$ cat config.mk
export PLATFORM = sky130hd
export DESIGN_NAME = shared_buffer_multi_queue
export DESIGN_NICKNAME = d
export VERILOG_FILES = /design/src/rtl/sbmq_pkg.sv /design/src/rtl/sbmq_ctrl.sv /design/src/rtl/sbmq_datapath.sv /design/src/rtl/shared_buffer_multi_queue.sv
export VERILOG_INCLUDE_DIRS = /design/src /design/src/rtl
export SDC_FILE = /design/constraint.sdc
export NUM_CORES = 1
export LEC_CHECK = 0
export ABC_AREA = 1
export BUFFER_PORTS_ARGS = -buffer_cell sky130_fd_sc_hd__buf_4
export CAP_MARGIN = 10
export CORE_MARGIN = 5
export CORE_UTILIZATION = 35
export DETAILED_ROUTE_END_ITERATION = 12
export HOLD_SLACK_MARGIN = 0.12
export RECOVER_POWER = 100
export SLEW_MARGIN = 15
export SYNTH_ARGS = -nofsm -noshare
export SYNTH_HDL_FRONTEND = slang
export SYNTH_HIERARCHICAL = 1
export SYNTH_SLANG_ARGS = --single-unit
$ cat constraint.sdc
create_clock -name clk -period 7.1 [get_ports clk]
set_input_delay 1.42 -clock clk [delete_from_list [all_inputs] [get_ports clk]]
set_output_delay 1.42 -clock clk [all_outputs]
set_load 0.01 [all_outputs]
$ cat src/rtl/shared_buffer_multi_queue_defines.svh
// shared_buffer_multi_queue_defines.svh: assertion macros for the multi-queue block
// used by shared_buffer_multi_queue.sv, no other dependencies
`ifndef SHARED_BUFFER_MULTI_QUEUE_DEFINES_SVH
`define SHARED_BUFFER_MULTI_QUEUE_DEFINES_SVH

// same-cycle implication, checked outside reset
`define SBMQ_ASSERT_IMP(label, clk, rst, ante, cons) \
  label: assert property (@(posedge clk) disable iff (rst) (ante) |-> (cons)) \
    else $error("sbmq assertion failed");

// next-cycle implication, checked outside reset
`define SBMQ_ASSERT_NXT(label, clk, rst, ante, cons) \
  label: assert property (@(posedge clk) disable iff (rst) (ante) |=> (cons)) \
    else $error("sbmq assertion failed");

`endif

$ cat src/rtl/sbmq_pkg.sv
// sbmq_pkg: constants, codes and controller/datapath interface types
// no dependencies
package sbmq_pkg;

  localparam int DEF_ENTRIES = 16;
  localparam int DEF_QUEUES  = 4;

  localparam int DATA_W   = 32;
  localparam int QNUM_W   = 2;
  localparam int STATUS_W = 2;

  // opcodes
  localparam logic OP_ENQ = 1'b0;
  localparam logic OP_DEQ = 1'b1;

  // result status codes
  localparam logic [STATUS_W-1:0] ST_DONE  = 2'd0;
  localparam logic [STATUS_W-1:0] ST_FULL  = 2'd1;
  localparam logic [STATUS_W-1:0] ST_EMPTY = 2'd2;

  // commands from the controller
  typedef struct packed {
    logic capture;      // latch the input beat, issue queue and free-list reads
    logic enq_commit;   // link the free entry onto the queue tail, post result
    logic deq_start;    // unlink head, return it to the free list, read data
    logic deq_commit;   // advance the head pointer, post result
    logic fail;         // post a full or empty result, no state change
  } cmd_t;

  // status back to the controller
  typedef struct packed {
    logic is_deq;
    logic enq_ok;
    logic deq_ok;
    logic out_busy;
  } stat_t;

endpackage

$ cat src/rtl/sbmq_ctrl.sv
// sbmq_ctrl: sequencer for one enqueue or dequeue at a time
// depends on sbmq_pkg
module sbmq_ctrl (
  input  logic           clk,
  input  logic           rst,
  input  logic           in_valid,
  output logic           in_stall,
  input  sbmq_pkg::stat_t st,
  output sbmq_pkg::cmd_t  cmd
);

  localparam logic [1:0] S_IDLE = 2'd0;
  localparam logic [1:0] S_EXEC = 2'd1;
  localparam logic [1:0] S_DEQ2 = 2'd2;

  logic [1:0] state;
  logic [1:0] state_next;

  // state register
  always_ff @(posedge clk) begin
    if (rst) begin
      state <= S_IDLE;
    end else begin
      state <= state_next;
    end
  end

  assign in_stall = (state != S_IDLE);

  // next state and commands
  always_comb begin
    state_next = state;
    cmd        = '0;
    case (state)
      S_IDLE: begin
        if (in_valid) begin
          cmd.capture = 1'b1;
          state_next  = S_EXEC;
        end
      end
      S_EXEC: begin
        if (st.is_deq && st.deq_ok) begin
          cmd.deq_start = 1'b1;
          state_next    = S_DEQ2;
        end else if (!st.out_busy) begin
          if (!st.is_deq && st.enq_ok) begin
            cmd.enq_commit = 1'b1;
          end else begin
            cmd.fail = 1'b1;
          end
          state_next = S_IDLE;
        end
      end
      S_DEQ2: begin
        if (!st.out_busy) begin
          cmd.deq_commit = 1'b1;
          state_next     = S_IDLE;
        end
      end
      default: begin
        state_next = S_IDLE;
      end
    endcase
  end

endmodule

$ cat src/rtl/sbmq_datapath.sv
// sbmq_datapath: queue pointer store, link table, entry store, free list, result register
// depends on sbmq_pkg
module sbmq_datapath #(
  parameter int ENTRIES = sbmq_pkg::DEF_ENTRIES,
  parameter int QUEUES  = sbmq_pkg::DEF_QUEUES
) (
  input  logic                                  clk,
  input  logic                                  rst,
  input  logic                                  opcode,
  input  logic [sbmq_pkg::QNUM_W-1:0]           queue_num,
  input  logic signed [sbmq_pkg::DATA_W-1:0]    data_in,
  input  sbmq_pkg::cmd_t                        cmd,
  output sbmq_pkg::stat_t                       st,
  output logic                                  out_valid,
  input  logic                                  out_stall,
  output logic signed [sbmq_pkg::DATA_W-1:0]    data_out,
  output logic [sbmq_pkg::STATUS_W-1:0]         status
);

  localparam int PTR_W  = $clog2(ENTRIES + 1);
  localparam int IDX_W  = $clog2(ENTRIES);
  localparam int QIDX_W = (QUEUES > 1) ? $clog2(QUEUES) : 1;
  localparam int QW     = (QIDX_W > sbmq_pkg::QNUM_W) ? QIDX_W : sbmq_pkg::QNUM_W;
  localparam logic [PTR_W-1:0] NIL = PTR_W'(ENTRIES);

  // latched input beat
  logic                          op_r;
  logic [sbmq_pkg::QNUM_W-1:0]   q_r;
  logic [sbmq_pkg::DATA_W-1:0]   data_r;
  logic                          fresh_r;
  logic                          drained_r;

  // free list and allocation watermark
  logic [PTR_W-1:0] free_head;
  logic [PTR_W-1:0] fill;
  logic [QUEUES-1:0] nonempty;

  // memories
  logic [2*IDX_W-1:0]          q_mem [QUEUES];
  logic [2*IDX_W-1:0]          q_rd;
  logic [PTR_W-1:0]            link_mem [ENTRIES];
  logic [PTR_W-1:0]            link_rd;
  logic [sbmq_pkg::DATA_W-1:0] store_mem [ENTRIES];
  logic [sbmq_pkg::DATA_W-1:0] store_rd;

  // queue number decode
  logic [QW-1:0]     qin_wide;
  logic [QIDX_W-1:0] qin_idx;
  logic              qin_ok;
  logic [QW-1:0]     q_wide;
  logic [QIDX_W-1:0] q_idx;
  logic              q_ok;
  logic              nonempty_q;

  assign qin_wide = QW'(queue_num);
  assign qin_idx  = qin_wide[QIDX_W-1:0];
  assign qin_ok   = ({30'd0, queue_num} < 32'(QUEUES));
  assign q_wide   = QW'(q_r);
  assign q_idx    = q_wide[QIDX_W-1:0];
  assign q_ok     = ({30'd0, q_r} < 32'(QUEUES));
  assign nonempty_q = q_ok ? nonempty[q_idx] : 1'b0;

  logic [IDX_W-1:0] head_rd;
  logic [IDX_W-1:0] tail_rd;
  logic [IDX_W-1:0] free_idx;
  logic             free_avail;

  assign head_rd    = q_rd[2*IDX_W-1:IDX_W];
  assign tail_rd    = q_rd[IDX_W-1:0];
  assign free_idx   = free_head[IDX_W-1:0];
  assign free_avail = (free_head != NIL);

  // memory port controls
  logic             q_we;
  logic [2*IDX_W-1:0] q_wd;
  logic             link_re;
  logic             link_we;
  logic [IDX_W-1:0] link_ra;
  logic [IDX_W-1:0] link_wa;

  assign q_we    = cmd.enq_commit || (cmd.deq_commit && !drained_r);
  assign q_wd    = cmd.enq_commit ? {(nonempty_q ? head_rd : free_idx), free_idx}
                                  : {link_rd[IDX_W-1:0], tail_rd};
  assign link_re = (cmd.capture && free_avail) || cmd.deq_start;
  assign link_ra = cmd.deq_start ? head_rd : free_idx;
  assign link_we = (cmd.enq_commit && nonempty_q) || cmd.deq_start;
  assign link_wa = cmd.deq_start ? head_rd : tail_rd;

  // head/tail pointer store
  always_ff @(posedge clk) begin
    if (cmd.capture && qin_ok) begin
      q_rd <= q_mem[qin_idx];
    end
    if (q_we) begin
      q_mem[q_idx] <= q_wd;
    end
  end

  // link table, read-first; both writes carry the current free head
  always_ff @(posedge clk) begin
    if (link_re) begin
      link_rd <= link_mem[link_ra];
    end
    if (link_we) begin
      link_mem[link_wa] <= free_head;
    end
  end

  // entry store
  always_ff @(posedge clk) begin
    if (cmd.deq_start) begin
      store_rd <= store_mem[head_rd];
    end
    if (cmd.enq_commit) begin
      store_mem[free_idx] <= data_r;
    end
  end

  // input beat capture; entries at or above the watermark were never linked
  always_ff @(posedge clk) begin
    if (cmd.capture) begin
      op_r    <= opcode;
      q_r     <= queue_num;
      data_r  <= data_in;
      fresh_r <= (free_head >= fill);
    end
    if (cmd.deq_start) begin
      drained_r <= (head_rd == tail_rd);
    end
  end

  // free list head, watermark and queue occupancy
  always_ff @(posedge clk) begin
    if (rst) begin
      free_head <= '0;
      fill      <= '0;
      nonempty  <= '0;
    end else begin
      if (cmd.enq_commit) begin
        free_head         <= fresh_r ? (free_head + 1'b1) : link_rd;
        nonempty[q_idx]   <= 1'b1;
        if (fresh_r) begin
          fill <= fill + 1'b1;
        end
      end
      if (cmd.deq_start) begin
        free_head <= PTR_W'(head_rd);
        if (head_rd == tail_rd) begin
          nonempty[q_idx] <= 1'b0;
        end
      end
    end
  end

  // result register
  always_ff @(posedge clk) begin
    if (rst) begin
      out_valid <= 1'b0;
    end else if (cmd.enq_commit || cmd.deq_commit || cmd.fail) begin
      out_valid <= 1'b1;
    end else if (!out_stall) begin
      out_valid <= 1'b0;
    end
  end

  always_ff @(posedge clk) begin
    if (cmd.enq_commit) begin
      data_out <= '0;
      status   <= sbmq_pkg::ST_DONE;
    end else if (cmd.deq_commit) begin
      data_out <= store_rd;
      status   <= sbmq_pkg::ST_DONE;
    end else if (cmd.fail) begin
      data_out <= '0;
      status   <= (op_r == sbmq_pkg::OP_DEQ) ? sbmq_pkg::ST_EMPTY : sbmq_pkg::ST_FULL;
    end
  end

  // status to the controller
  assign st.is_deq   = (op_r == sbmq_pkg::OP_DEQ);
  assign st.enq_ok   = q_ok && free_avail;
  assign st.deq_ok   = nonempty_q;
  assign st.out_busy = out_valid && out_stall;

endmodule

$ cat src/rtl/shared_buffer_multi_queue.sv
// shared_buffer_multi_queue: several fifo queues sharing one linked entry store
// depends on sbmq_pkg, sbmq_ctrl, sbmq_datapath, shared_buffer_multi_queue_defines.svh
//
//   channel | handshake             | payload
//   --------+-----------------------+------------------------------
//   in      | in_valid / in_stall   | opcode, queue_num, data_in
//   out     | out_valid / out_stall | data_out, status
//
// enqueue and failed operations go through the capture and exec steps, a good dequeue
// also through deq2: the head comes from the pointer store before the link table read.
// one operation is in flight at a time; the result register lets the next beat in
// while a result waits. a stalled result holds the last step of the next operation.
// synchronous active-high reset; no clearing pass, memories start undefined.
`include "shared_buffer_multi_queue_defines.svh"

module shared_buffer_multi_queue #(
  parameter int ENTRIES = sbmq_pkg::DEF_ENTRIES,
  parameter int QUEUES  = sbmq_pkg::DEF_QUEUES
) (
  input  logic                               clk,
  input  logic                               rst,
  input  logic                               in_valid,
  output logic                               in_stall,
  input  logic                               opcode,
  input  logic [sbmq_pkg::QNUM_W-1:0]        queue_num,
  input  logic signed [sbmq_pkg::DATA_W-1:0] data_in,
  output logic                               out_valid,
  input  logic                               out_stall,
  output logic signed [sbmq_pkg::DATA_W-1:0] data_out,
  output logic [sbmq_pkg::STATUS_W-1:0]      status
);

  sbmq_pkg::cmd_t  cmd;
  sbmq_pkg::stat_t st;

  // sequencer
  sbmq_ctrl u_ctrl (
    .clk      (clk),
    .rst      (rst),
    .in_valid (in_valid),
    .in_stall (in_stall),
    .st       (st),
    .cmd      (cmd)
  );

  // storage and result register
  sbmq_datapath #(
    .ENTRIES (ENTRIES),
    .QUEUES  (QUEUES)
  ) u_datapath (
    .clk       (clk),
    .rst       (rst),
    .opcode    (opcode),
    .queue_num (queue_num),
    .data_in   (data_in),
    .cmd       (cmd),
    .st        (st),
    .out_valid (out_valid),
    .out_stall (out_stall),
    .data_out  (data_out),
    .status    (status)
  );

  // checks
  logic       commit;
  logic [4:0] cmd_bits;

  assign commit   = cmd.enq_commit || cmd.deq_commit || cmd.fail;
  assign cmd_bits = {cmd.capture, cmd.enq_commit, cmd.deq_start, cmd.deq_commit, cmd.fail};

  `SBMQ_ASSERT_IMP(a_cmd_onehot, clk, rst, 1'b1, $onehot0(cmd_bits))
  `SBMQ_ASSERT_IMP(a_no_overwrite, clk, rst, commit, !(out_valid && out_stall))
  `SBMQ_ASSERT_NXT(a_commit_shows, clk, rst, commit, out_valid)

endmodule

== Word level (Yosys, flattened, before mapping) ==
Memory sizes are Yosys's and may differ from the RTL's. A register that Yosys moved wholly into a read port is not among the register bits.
Index checks and enable logic that the tools add are counted.
Cells by class
  add/subtract/negate cells: 2
  magnitude comparators: 3
  eq/ne operators: 6
  mux-type cells: 43
  bitwise operators: 3
  reduce and logical (&&, ||, !) cells: 21
Operator list (number)
  $mux W32: 2
  $mux W4: 9
  $mux W1: 22
  $add A5 B1 Y5 const B: 2
  $mux W2: 5
  $mux W8: 1
  $logic_and A1 B1 Y1: 7
  $pmux W2 S3: 1
  $reduce_bool A2 Y1: 3
  $ge A5 B5 Y1: 1
  $logic_or A1 B1 Y1: 5
  $mux W5: 1
  $ne A5 B5 Y1 const B: 1
  $and A4 B4 Y4: 1
  $eq A4 B4 Y1: 1
  $not A4 Y4: 1
  $or A4 B4 Y4: 1
  $reduce_or A2 Y1: 2
  $lt A2 B3 Y1 const B: 1
  $bmux W1 S2: 1
  $demux W1 S2: 1
  $eq A2 B1 Y1 const B: 1
  $eq A2 B2 Y1 const B: 1
  $ge A2 B1 Y1 const B: 1
  other kinds (5): 6
Word-level totals
  register bits: 88
  memory bits (writable): 624
  bits of input ports: 39
  output and inout port bits: 36
  memories kept: 3
Memory list
  u_datapath.store_mem: depth 16, bits a word 32, read ports 1, clocked after Yosys merged registers in 1, wr ports 1, line sbmq_datapath.sv:43  | logic [sbmq_pkg::DATA_W-1:0] store_mem [ENTRIES];
  u_datapath.link_mem: depth 16, bits a word 5, read ports 1, clocked after Yosys merged registers in 1, wr ports 1, line sbmq_datapath.sv:41  | logic [PTR_W-1:0] link_mem [ENTRIES];
  u_datapath.q_mem: depth 4, bits a word 8, read ports 1, clocked after Yosys merged registers in 1, wr ports 1, line sbmq_datapath.sv:39  | logic [2*IDX_W-1:0] q_mem [QUEUES];

== Longest topological paths before layout ==
  depth after elaboration: 11
  gate-level depth with buffers: 21

== Hierarchy ==
The synthesis kept the hierarchy.
Modules (own cells, without submodules)
  sbmq_datapath: instances 1, cells each 2399, area an instance 29967.5 um2
  sbmq_ctrl: instances 1, cells each 27, area an instance 153.9 um2

== Least setup slack after synthesis ==
No wires, ideal clock.
  path type: input -> register
  from: input port out_stall
  to: memory u_datapath/store_mem[13][0] (netlist name) (enable)
  setup time: 421 ps
  arrival time: 3811 ps
  setup slack: 2867 ps
  cell stages on the path: 9
  buffers on the path: 2
  path through: nand2_1 -> inv_1 -> inv_1 -> nand2_1 -> nor3_2 -> clkbuf_1 -> buf_2 -> nand2_1 -> nor2_1
RTL lines
  start, declared: line shared_buffer_multi_queue.sv:28  | input logic out_stall,
  end, declared: line sbmq_datapath.sv:43

==> results.tsv <==
stage	metric	value	unit
cells_and_area	final-seq-area	22200	sq um
timing	min_period_over_period	76.6	%
worst_setup_path	critPathKind	input pin to flop	
timing	finClkSkew	30.0	ps
cts	cts_tree	yes	
route	postRouteAntennaNets	0	
route	avgRoutedWirePerCell	20.7	um
route	dr.pass1.iters	5	
timing	finalMaxSlewViolations	820	
route	vias_per_cell	5.17	
logic_synthesis	synth-seq-area-share	73.8	%
cts	clkLatencyLatePin	630	ps
timing	tightest_slew	3970	ps
timing	relSlewSlack	-165	%
logic_synthesis	synth_top_area_share	70.4	%
cells_and_area	multiInputGateArea	6650	sq um
grt	grt.total_usage	16.2	%
logic_synthesis	synth_top_area_cell	edfxtp_1	
cts	cts.path.max_buffers	3	
floorplan	rows	107	
floorplan	dieArea	92000	sq um
cts	cts.repair.resized	0	
cells_and_area	fin_cells	3673	
pwr	peakVddDrop	0.000158	V
cells_and_area	nFillCells	7980	
placement	dpl.hpwl	39500	um
timing	hold_violations	0	
logic_synthesis	synth_area_leaders	edfxtp_1 (70%), o21ai_0 (4.9%), nor2_1 (4.2%)	
worst_setup_path	end_kind	flop	
logic_synthesis	async_flop_share	0	%
cts	clkSinkCount	757	
worst_setup_path	ff2ff_setup_slack	1820	ps
logic_synthesis	synthesis.area	30100	sq um
logic_synthesis	avgSynthCellArea	12.4	sq um
timing	fmax	184	MHz
placement	io_buffers	74	
cts	cts_buffers	78	
cts	cts-hold-fix-buffers	0	
logic_synthesis	synth_ff_type	edfxtp_1	
grt	grt_pass1_vias	18400	
status	status	complete, but fails checks	
placement	finalWeightedCongestion	0.831	
logic_synthesis	synth_nets	2475	
floorplan	die_w	303	um
grt	grt_start_max_net_pins	122	
timing	fin_crit	5440	ps
timing	setup_tns	0	ps
worst_setup_path	arrival	5600	ps
logic_synthesis	netlist-cell-type-count	35	
pwr	powerDensity	277	nW/um^2
timing	rsz0062_at_grt	no	
cts	root_buffer	clkbuf_16	
logic_synthesis	yosysWarnings	6	
cts	cts_setup_buffers	0	
route	drc	0	
worst_setup_path	path_max_fanout	32	
grt	overflow	0	
worst_setup_path	worst_setup_path_start_kind	input pin	
floorplan	core	85300	sq um
floorplan	start_util	35.3	%
cells_and_area	syn_to_final_growth	12.7	%
pwr	leakage	0.0114	uW
route	wirelength	76100	um
route	vias	19000	
grt	grt_pass1_wl	114000	um
route	drt-initial-drc-count	1870	
cells_and_area	drive_above_1_share	7.04	%
logic_synthesis	ys_ff_latch	757	
cells_and_area	postLayoutCoreUtil	39.8	%
logic_synthesis	synth_edf_count	706	
pwr	fin_total_pwr	9410	uW
floorplan	io_pins	75	
timing	setup_viol	0	
logic_synthesis	synth_common_cells	edfxtp_1 (706), nor2_1 (336), o21ai_0 (294)	
hold_path	hold_path_class	flop to flop	
logic_synthesis	netlist_instances	2426	
flow_run	maxCapViolations	22	
cts	cts.htree.levels	3	
worst_setup_path	crit_required	7270	ps
floorplan	die_h	303	um
logic_synthesis	yosysMostFrequentCell	edfxtp_1	
placement	dpl.cell_count	3530	
cells_and_area	layout.nets	2515	
cts	path_clk_slew	60	ps
grt	antenna_found_initial	0	
status	violations	capacitance limit, slew limit	
-- sequential cells by signal (all words and copies together), names as in the netlist, 2 cells and up --
register / flops
u_datapath/store_rd: 32
u_datapath/status: 2
u_datapath/q_mem: 32
u_datapath/q_rd: 8
u_datapath/fill: 5
u_datapath/data_out: 32
u_datapath/store_mem: 512
u_datapath/data_r: 32
u_ctrl/state: 2
u_datapath/q_idx: 2
u_datapath/free_head: 5
u_datapath/nonempty: 4
u_datapath/link_mem: 80
u_datapath/link_rd: 5
-- routing by layer --
metal	share of wire (%)	track usage (%)
met1	44	22.7
met2	48	26.4
met3	6.2	2.71
met4	2.3	4.40
met5	0	0
-- placed cells by master, fill, tap and decap left out, types with 2 or more instances in the layout --
master	n
o21ai_1	32
xnor2_1	3
or2_2	3
nor3_1	4
clkinv_2	11
nand3_1	196
clkinv_1	12
o211ai_1	130
a21oi_2	2
clkbuf_8	6
o21ai_0	296
edfxtp_1	706
o22ai_1	8
clkbuf_4	28
clkbuf_16	78
clkinvlp_4	3
ha_1	10
inv_1	152
bufinv_16	3
a21oi_1	91
dfxtp_1	51
xor2_1	2
clkbuf_1	91
buf_4	19
nand2_1	237
inv_16	2
o21a_1	3
inv_6	2
nor2_4	14
nor2_1	322
-- worst paths after layout --
path,from,cells past startpoint,to
max,out_stall,10,u_datapath/store_mem[11][11]$_DFFE_PP_
min,u_datapath/fill[4]$_SDFFE_PP0P_,1,u_datapath/fill[4]$_SDFFE_PP0P_
max reg2reg,u_datapath/free_head[4]$_SDFFE_PP0P_,7,u_datapath/store_mem[11][11]$_DFFE_PP_
min reg2reg,u_datapath/fill[4]$_SDFFE_PP0P_,1,u_datapath/fill[4]$_SDFFE_PP0P_
-- per-stage QoR --
stage	setup slack, ps	hold WS, ps	instance area [sq um]
2_1_floorplan	2870	422	30100
3_3_place_gp	2940	442	31800
3_5_place_dp	2780	441	31800
4_1_cts	2750	455	34200
5_1_grt	1370	475	34000
6_report	1660	456	34000
-- power breakdown --
part | switching, uW | internal (uW)
Sequential | 63.3 | 4940
Combinational | 351 | 141
Clock | 1700 | 2220
-- critical path, cell delays in order --
cell and delay [ps]:
clkbuf_4 110, nand2_1 60, inv_1 100, inv_1 70, nand2_1 70, nor3_1 150, clkbuf_1 690, nand2_1 460
nor2_4 190, clkbuf_1 2240
-- cell type report --
cell class / instances / share of cell area [%]
timing repair buffer: 115 / 1.84
inverter: 155 / 1.73
clock buffer: 109 / 6.27
tap: 1144 / 4.22
sequential: 757 / 65.4
clock inverter: 33 / 0.910
multi-input combinational: 1359 / 19.6
antenna: 1 / 0.00737
-- cell families (layout without fill, tap and decap cells) --
kind of cell / count (synthesis) / in the layout / share of synthesized area, %
adder cells (fa/ha/maj): 10 / 10 / 0.415
AO/OA/AOI/OAI: 565 / 565 / 10.6
buffers and inverters: 310 / 412 / 4.44
AND/OR/NAND/NOR: 779 / 779 / 10.6
other: 0 / 1 / 0
flip-flops: 757 / 757 / 73.8
XOR/XNOR: 5 / 5 / 0.145
Note: power is estimated with default switching activity, not from simulation.
